### config.mk
export PLATFORM = sky130hd
export DESIGN_NAME = rpfl_ctrl
export DESIGN_NICKNAME = d
export VERILOG_FILES = /design/src/rpfl_pkg.sv /design/src/rpfl_ctrl.sv
export SDC_FILE = /design/constraint.sdc
export NUM_CORES = 1
export LEC_CHECK = 0
export BUFFER_PORTS_ARGS = -buffer_cell sky130_fd_sc_hd__buf_2
export CAP_MARGIN = 40
export CORE_AREA = 2 2 39 41
export DETAILED_ROUTE_END_ITERATION = 6
export DIE_AREA = 0 0 41 43
export HOLD_SLACK_MARGIN = 0.1
export SYNTH_ARGS = -nofsm -noshare
export SYNTH_HDL_FRONTEND = slang
export SYNTH_SLANG_ARGS = --single-unit
export TNS_END_PERCENT = 10
### constraint.sdc
create_clock -name clk -period 2.1 [get_ports clk]
set_clock_uncertainty 0.2 [all_clocks]
set_input_delay 0.315 -clock clk [delete_from_list [all_inputs] [get_ports clk]]
set_output_delay 0.315 -clock clk [all_outputs]
set_load 0.005 [all_outputs]
### src/rpfl_pkg.sv
package rpfl_pkg;

  // fixed field widths
  localparam int TIME_W = 32;
  localparam int FREQ_W = 32;
  localparam int PROD_W = 65;
  localparam int SUM_W  = 67;

  localparam logic signed [FREQ_W-1:0] FREQ_MAX = 32'sh7fff_ffff;
  localparam logic signed [FREQ_W-1:0] FREQ_MIN = 32'sh8000_0000;

  // action codes
  localparam logic [1:0] ACT_CLEAR  = 2'd0;
  localparam logic [1:0] ACT_LOAD   = 2'd1;
  localparam logic [1:0] ACT_QUERY  = 2'd2;
  localparam logic [1:0] ACT_UNUSED = 2'd3;

  // result status codes
  localparam logic [2:0] STAT_OK    = 3'd0;
  localparam logic [2:0] STAT_SKIP  = 3'd1;
  localparam logic [2:0] STAT_FULL  = 3'd2;
  localparam logic [2:0] STAT_RANGE = 3'd3;
  localparam logic [2:0] STAT_ORDER = 3'd4;

  typedef struct packed {
    logic [1:0]               action;
    logic [15:0]              point_order;
    logic signed [FREQ_W-1:0] point_rate;
    logic [TIME_W-1:0]        point_duration;
    logic                     instant;
    logic                     brake;
    logic                     point_power_on;
    logic [TIME_W-1:0]        query_time;
    logic signed [FREQ_W-1:0] initial_freq;
  } in_item_t;

  typedef struct packed {
    logic [2:0]               status;
    logic [5:0]               segment_index;
    logic signed [FREQ_W-1:0] frequency;
    logic                     seg_power_on;
    logic                     seg_accel;
    logic [6:0]               segment_count;
  } out_item_t;

  typedef struct packed {
    logic [TIME_W-1:0]        start_time;
    logic [TIME_W-1:0]        end_time;
    logic signed [FREQ_W-1:0] start_freq;
    logic signed [FREQ_W-1:0] slope;
    logic                     power_on;
    logic                     accel;
  } seg_entry_t;

  // datapath commands
  typedef enum logic [3:0] {
    OP_NONE,
    OP_CAPTURE,
    OP_CLEAR,
    OP_ORDER_ERR,
    OP_INSTANT,
    OP_SKIP,
    OP_NO_ROOM,
    OP_UNUSED,
    OP_LOAD_MUL,
    OP_LOAD_COMMIT,
    OP_MISS,
    OP_SEARCH_INIT,
    OP_QUERY_READ,
    OP_STEP,
    OP_QUERY_MUL,
    OP_QUERY_DONE
  } dp_op_t;

  typedef enum logic [2:0] {
    S_IDLE,
    S_EXEC,
    S_LOAD_COMMIT,
    S_QUERY_READ,
    S_QUERY_CHECK,
    S_QUERY_MUL,
    S_QUERY_DONE
  } ctrl_state_t;

  typedef struct packed {
    logic [1:0] action;
    logic       instant;
    logic       order_bad;
    logic       dur_zero;
    logic       no_room;
    logic       count_zero;
    logic       hit;
    logic       step_empty;
  } dp_status_t;

  function automatic logic signed [FREQ_W-1:0] sat32(input logic signed [SUM_W-1:0] v);
    logic [SUM_W-FREQ_W:0] top_bits;
    top_bits = v[SUM_W-1:FREQ_W-1];
    if (top_bits == '0 || top_bits == '1) begin
      return v[FREQ_W-1:0];
    end
    return v[SUM_W-1] ? FREQ_MIN : FREQ_MAX;
  endfunction

endpackage

### src/rpfl_ctrl.sv
module rpfl_ctrl
  import rpfl_pkg::*;
(
  input  logic       clk,
  input  logic       rst_n,
  input  logic       start,
  input  dp_status_t dp_status,
  output dp_op_t     dp_op,
  output logic       busy,
  output logic       out_valid
);

  ctrl_state_t state_r, state_nxt;
  logic        out_valid_r, out_valid_nxt;

  always_ff @(posedge clk) begin
    if (!rst_n) begin
      state_r     <= S_IDLE;
      out_valid_r <= 1'b0;
    end else begin
      state_r     <= state_nxt;
      out_valid_r <= out_valid_nxt;
    end
  end

  always_comb begin
    state_nxt     = state_r;
    out_valid_nxt = 1'b0;
    dp_op         = OP_NONE;
    unique case (state_r)
      S_IDLE: begin
        if (start) begin
          dp_op     = OP_CAPTURE;
          state_nxt = S_EXEC;
        end
      end
      S_EXEC: begin
        state_nxt     = S_IDLE;
        out_valid_nxt = 1'b1;
        unique case (dp_status.action)
          ACT_CLEAR: dp_op = OP_CLEAR;
          ACT_LOAD: begin
            priority if (dp_status.order_bad) begin
              dp_op = OP_ORDER_ERR;
            end else if (dp_status.instant) begin
              dp_op = OP_INSTANT;
            end else if (dp_status.dur_zero) begin
              dp_op = OP_SKIP;
            end else if (dp_status.no_room) begin
              dp_op = OP_NO_ROOM;
            end else begin
              dp_op         = OP_LOAD_MUL;
              state_nxt     = S_LOAD_COMMIT;
              out_valid_nxt = 1'b0;
            end
          end
          ACT_QUERY: begin
            if (dp_status.count_zero) begin
              dp_op = OP_MISS;
            end else begin
              dp_op         = OP_SEARCH_INIT;
              state_nxt     = S_QUERY_READ;
              out_valid_nxt = 1'b0;
            end
          end
          ACT_UNUSED: dp_op = OP_UNUSED;
        endcase
      end
      S_LOAD_COMMIT: begin
        dp_op         = OP_LOAD_COMMIT;
        state_nxt     = S_IDLE;
        out_valid_nxt = 1'b1;
      end
      S_QUERY_READ: begin
        dp_op     = OP_QUERY_READ;
        state_nxt = S_QUERY_CHECK;
      end
      S_QUERY_CHECK: begin
        priority if (dp_status.hit) begin
          state_nxt = S_QUERY_MUL;
        end else if (dp_status.step_empty) begin
          dp_op         = OP_MISS;
          state_nxt     = S_IDLE;
          out_valid_nxt = 1'b1;
        end else begin
          dp_op     = OP_STEP;
          state_nxt = S_QUERY_READ;
        end
      end
      S_QUERY_MUL: begin
        dp_op     = OP_QUERY_MUL;
        state_nxt = S_QUERY_DONE;
      end
      S_QUERY_DONE: begin
        dp_op         = OP_QUERY_DONE;
        state_nxt     = S_IDLE;
        out_valid_nxt = 1'b1;
      end
      default: state_nxt = S_IDLE;
    endcase
  end

  assign busy      = (state_r != S_IDLE);
  assign out_valid = out_valid_r;

endmodule

---- Word-level counts from Yosys, hierarchy flattened ----
Cells that the tools add are included.
word-level totals
  latch bits .............................. 0
  memories kept ........................... 0
  bits in writable memories ............... 0
  ROM bits ................................ 0
  register bits ........................... 4
  word-level logic and storage cells ...... 45
  bits of input ports ..................... 12
  output and inout port bits .............. 6
operators by class
  shift operators ......................... 0
  magnitude comparators ................... 0
  mux-type cells .......................... 29
  multipliers ............................. 0
  divide/modulo/power cells ............... 0
  add/sub/neg operators ................... 0
  reduce and logical (&&, ||, !) cells .... 4
  bitwise gates (word level) .............. 0
  eq/ne operators ......................... 10
operators by type and width
  kind                number
  $pmux 4 s7          1
  $mux 4              5
  $pmux 4 s4          1
  $pmux 3 s5          1
  $mux 2              6
  $eq 3x3->1 const B  3
  $mux 1              9
  $mux 3              3
  $eq 3x2->1 const B  2
  $eq 2x2->1 const B  2
  $pmux 2 s2          1
  $eq 3x1->1 const B  1
  $logic_not 3->1     1
  $pmux 1 s3          1
  $reduce_bool 3->1   1
  $eq 2x1->1 const B  1
  $logic_not 2->1     1
  $ne 2x2->1 const B  1
  $pmux 1 s2          1
  $reduce_or 2->1     1

---- Logic depth before layout (Yosys ltp) ----
  depth in word-level cells ............... 6
  mapped depth ............................ 5
  mapped depth without buffers ............ 5

---- Least setup slack after synthesis ----
OpenSTA, ideal clock, no wires.
  path kind ............................... input-to-output
  from .................................... input dp_status[6] (netlist bit)
  to ...................................... output dp_op[3]
  arrival ................................. 1.141 ns
  path slack .............................. 0.444 ns
  buffers on the path ..................... 0
  stages on the path ...................... 4
  data required time ...................... 1.585 ns
  cells stage by stage .................... or3_4 > nor3b_2 > nand2_1 > a31oi_1
on the way
  longest elaborated chain between the ends .. 4
RTL lines
  item                line             RTL
  start: declaration  rpfl_ctrl.sv:7   input dp_status_t dp_status,
  $mux 4              rpfl_ctrl.sv:45  end else if (dp_status.instant) begin
  $mux 4              rpfl_ctrl.sv:43  priority if (dp_status.order_bad) begin
  $pmux 4 s4          rpfl_ctrl.sv:40  unique case (dp_status.action)
  $pmux 4 s7          rpfl_ctrl.sv:30  unique case (state_r)
  end: declaration    rpfl_ctrl.sv:8   output dp_op_t dp_op,
Every way passes these cells.

---- Worst setup path after layout ----
  from .................................... input dp_status[8] (netlist bit)
  to ...................................... output dp_op[1]
on the way
  longest elaborated chain between the ends .. 3
  elaborated cells between the ends (all ways) .. 6
  those cells by class .................... eq/ne: 3; mux: 2; reduce/logical: 1
RTL lines
  item                                      line
  $eq 2x2->1, or another cell as far along  rpfl_ctrl.sv:40
  $pmux 4 s4 (*)                            rpfl_ctrl.sv:40
  $pmux 4 s7 (*)                            rpfl_ctrl.sv:30
Every way passes the cells marked *; elsewhere a longest branch is shown, timed or not.

==> impl_summary.md <==
Global routing
For this run the aggregate overflow at the end of global routing stands at 0. Across every metal layer, demand over resource in global routing totals 14.9%. The first global-routing pass estimated between 1500 and 2000 um of wire. The initial antenna violation count came to 0. Entering global routing, the biggest net connects 15 pins.

The via count of the first global-routing pass is 478.

Synthesis
The compound-gate portion of the synthesized area is between 30% and 40%. The area share of xor/xnor cells in the synthesized design is 0%. The largest family of logic cells by synthesized area is compound AO/OA/AOI/OAI gates. The Yosys step of the flow raised 0 warnings.

The mean post-synth cell area is between 6 and 7 um^2. The synthesized netlist devotes 31.1% of its cell area to simple gates. The fraction of synthesized area in multiplexers is 0%. The number of nets handed over by synthesis was 87.

Synthesis inferred 4 register bits. Of all flip-flops after synthesis, the portion carrying an async set or reset was 0%. For this run, the leading register cell type out of synthesis is dfxtp_1.

After Yosys synthesis, full adders, half adders and majority gates account for about 10% of the synthesized area. Summing every instance area after synthesis gives between 400 and 500 um^2. After technology mapping, the gate count stands at 71.

The sequential area share after synthesis is between 10% and 20%. After synthesis, the netlist uses 30 different library cells. The synthesized design contains 0 enable-type register cells.

Drt
After detailed routing, the number of vias per cell comes to between 5 and 6. After detailed routing, the average wire length per cell comes to around 11 um. The count of vias placed by the detailed router is 545. Once detail routing completed, the nets flagged for antenna violations numbered 0. For this run, design rule violations remaining after detail routing come to 0. The first detailed-routing pass took 4 iterations. After the first detailed-routing iteration, the DRC count stood at 3. After detailed routing, the total wire length is 1140 um.

Clocking
The maximum level of the CTS H-tree is 1. The clock transition at the register clock pins on the worst setup and hold paths after CTS is about 0.030 ns. TritonCTS built the clock tree. The hold buffer count at CTS is 0.

The tree is rooted in a clkbuf_4. The post-CTS setup buffer count is 0. The number of buffers between clock root and the deepest sink is 2. After clock tree synthesis, the repair step resized 0 gates. The clock sink count is 4. The clock latency on the worst-skew pair is between 0.2 and 0.25 ns. The number of buffers created by CTS is 3.

Power
The worst vdd rail ir drop is 0.281 mV. The total power density per cell area is 411 mW/mm^2. The static leakage is 0.287 nW.

Place
Once placement completed, the tool counted placed cells totaling 102. In this run the cell area measured after placement is 587 um^2. The port buffer count is 17. At the end of routability-driven placement, the weighted congestion stood at slightly above 0.8. The total half-perimeter wirelength after legalization and detailed placement is between 900 and 1000 um.

Critical path
Of all nets on the critical path, the largest fanout is 6. The class of the most critical setup path is in -> out. STA classifies the critical path startpoint as an input pin. Data on the critical path is required at its endpoint by 1.58 ns. For the worst setup path, the data arrival time is 1.45 ns. The endpoint kind of the worst setup timing path is an output pin.

Cells and area
The number of standard cells in the layout, taps in and fillers out is about 110. The layout cell share with drive strength beyond 1 is 27.0%. The library cell used most frequently in the layout, excluding fill and tap cells, is buf_2. The layout overhead on the synthesized area is 25.2%. The final net count is ~110. The finished cells cover around 610 um^2. The top cell types in the final layout, fill and taps aside, are buf_2, nor2_1, inv_1, o21ai_0, nand2_1. The number of antenna repair diodes is 0.

Die
The initial standard-cell utilization of the core is 35.2%. The overall die area is 0.00176 mm^2. The core region is approximately 0.0014 mm^2. The count of boundary I/O pins is 18. Measured along the y axis, the die boundary spans between 40 and 50 um. The chip width is 41 um. The floorplan has 14 rows.

STA
Setup repair after global routing left no endpoint under its margin. Headroom to the max-slew limit came out at approximately two thirds. Setup violations remaining at the end of the flow were counted as 0.

The final critical-path share of the clock period is 93.4%. Across all hold checks on the routed design, the worst slack comes to 0.122 ns. Derived from the worst setup path, the maximum achievable clock frequency is between 0.5 and 0.6 GHz. The shortest clock period the worst path allows after layout is between 1.5 and 2 ns. The final number of hold-violating endpoints is 0.

The final total negative setup slack is 0 ns. The pin slew with the least headroom to its limit is 0.468 ns. The final number of max-transition violations was 0.

Hold path
The min-delay analysis places its worst path in the category in -> reg.

Run status
The flow ran to the end, and the final reports show no timing, DRC or antenna violations.

Run
The number of max-capacitance violations reported is 0.
## critical path, stage by stage
cell and delay (ns):
buf_2 0.12, inv_1 0.06, ha_1 0.24, a2111oi_0 0.48, o21ai_1 0.10, buf_2 0.14
## flip-flops by register name, summed over array words and instances (netlist names)
name       flops
state_r        3
out_valid      1
## per-stage QoR
| stage | total power [mW] | setup WS (ns) | util [%] |
|---|---|---|---|
| 2_1_floorplan | 0.128 | 0.444 | - |
| 3_3_place_gp | 0.159 | 0.157 | 42.4 |
| 3_5_place_dp | 0.159 | 0.134 | 42.4 |
| 4_1_cts | 0.257 | 0.135 | 44.0 |
| 5_1_grt | 0.275 | 0.0316 | 44.0 |
| 6_report | 0.251 | 0.139 | 44.0 |
## report_power, final
| group | switching [mW] | internal [mW] | total, mW |
|---|---|---|---|
| clock | 0.0296 | 0.0638 | 0.0934 |
| sequential | 0.00571 | 0.0793 | 0.0850 |
| combinational | 0.0381 | 0.0342 | 0.0723 |
| total | 0.0735 | 0.177 | 0.251 |
## synth_stat cells, types with 2 or more instances
cell	instances	area [um^2]
a211oi_1	2	15.0
a21oi_1	3	15.0
a31oi_1	3	18.8
dfxtp_1	4	80.1
ha_1	4	50.1
inv_1	6	22.5
nand2_1	6	22.5
nand3_1	2	10.0
nor2_1	10	37.5
nor2b_1	3	18.8
o211ai_1	2	15.0
o21a_1	3	22.5
o21ai_0	6	30.0
## cell families (layout without fill, tap and decap cells)
| logic type | after synthesis | after routing |
|---|---|---|
| AOI/OAI and AO/OA | 26 | 26 |
| and+or+nand+nor | 28 | 28 |
| adders and majority gates | 4 | 4 |
| buffers and inverters | 9 | 27 |
| DFF | 4 | 4 |
## per-layer routing
metal	GRT usage, %	wire [um]	vias to the layer above
met3	1.57	49	0
met1	17.0	513	241
met2	25.0	576	12
met4	8.00	0	0
li1	-	-	292
met5	0	0	-
## area by class of cell
class / count / area [um^2]
multi-input combinational: 58 / 372
inverter: 6 / 22.5
clock buffer: 3 / 22.5
sequential: 4 / 80.1
fill: 154 / 774
timing repair buffer: 18 / 92.6
tap: 16 / 20.0
## final timing paths
check	from	to	slack, ns	cells past startpoint
setup / recovery	dp_status[8]	dp_op[1]	0.14	6
hold / removal	rst_n	state_r[2]	0.12	2
setup reg to reg	state_r[2]	state_r[0]	0.69	4
hold reg to reg	state_r[2]	state_r[2]	0.51	2
Note: power is estimated with default switching activity, not from simulation.
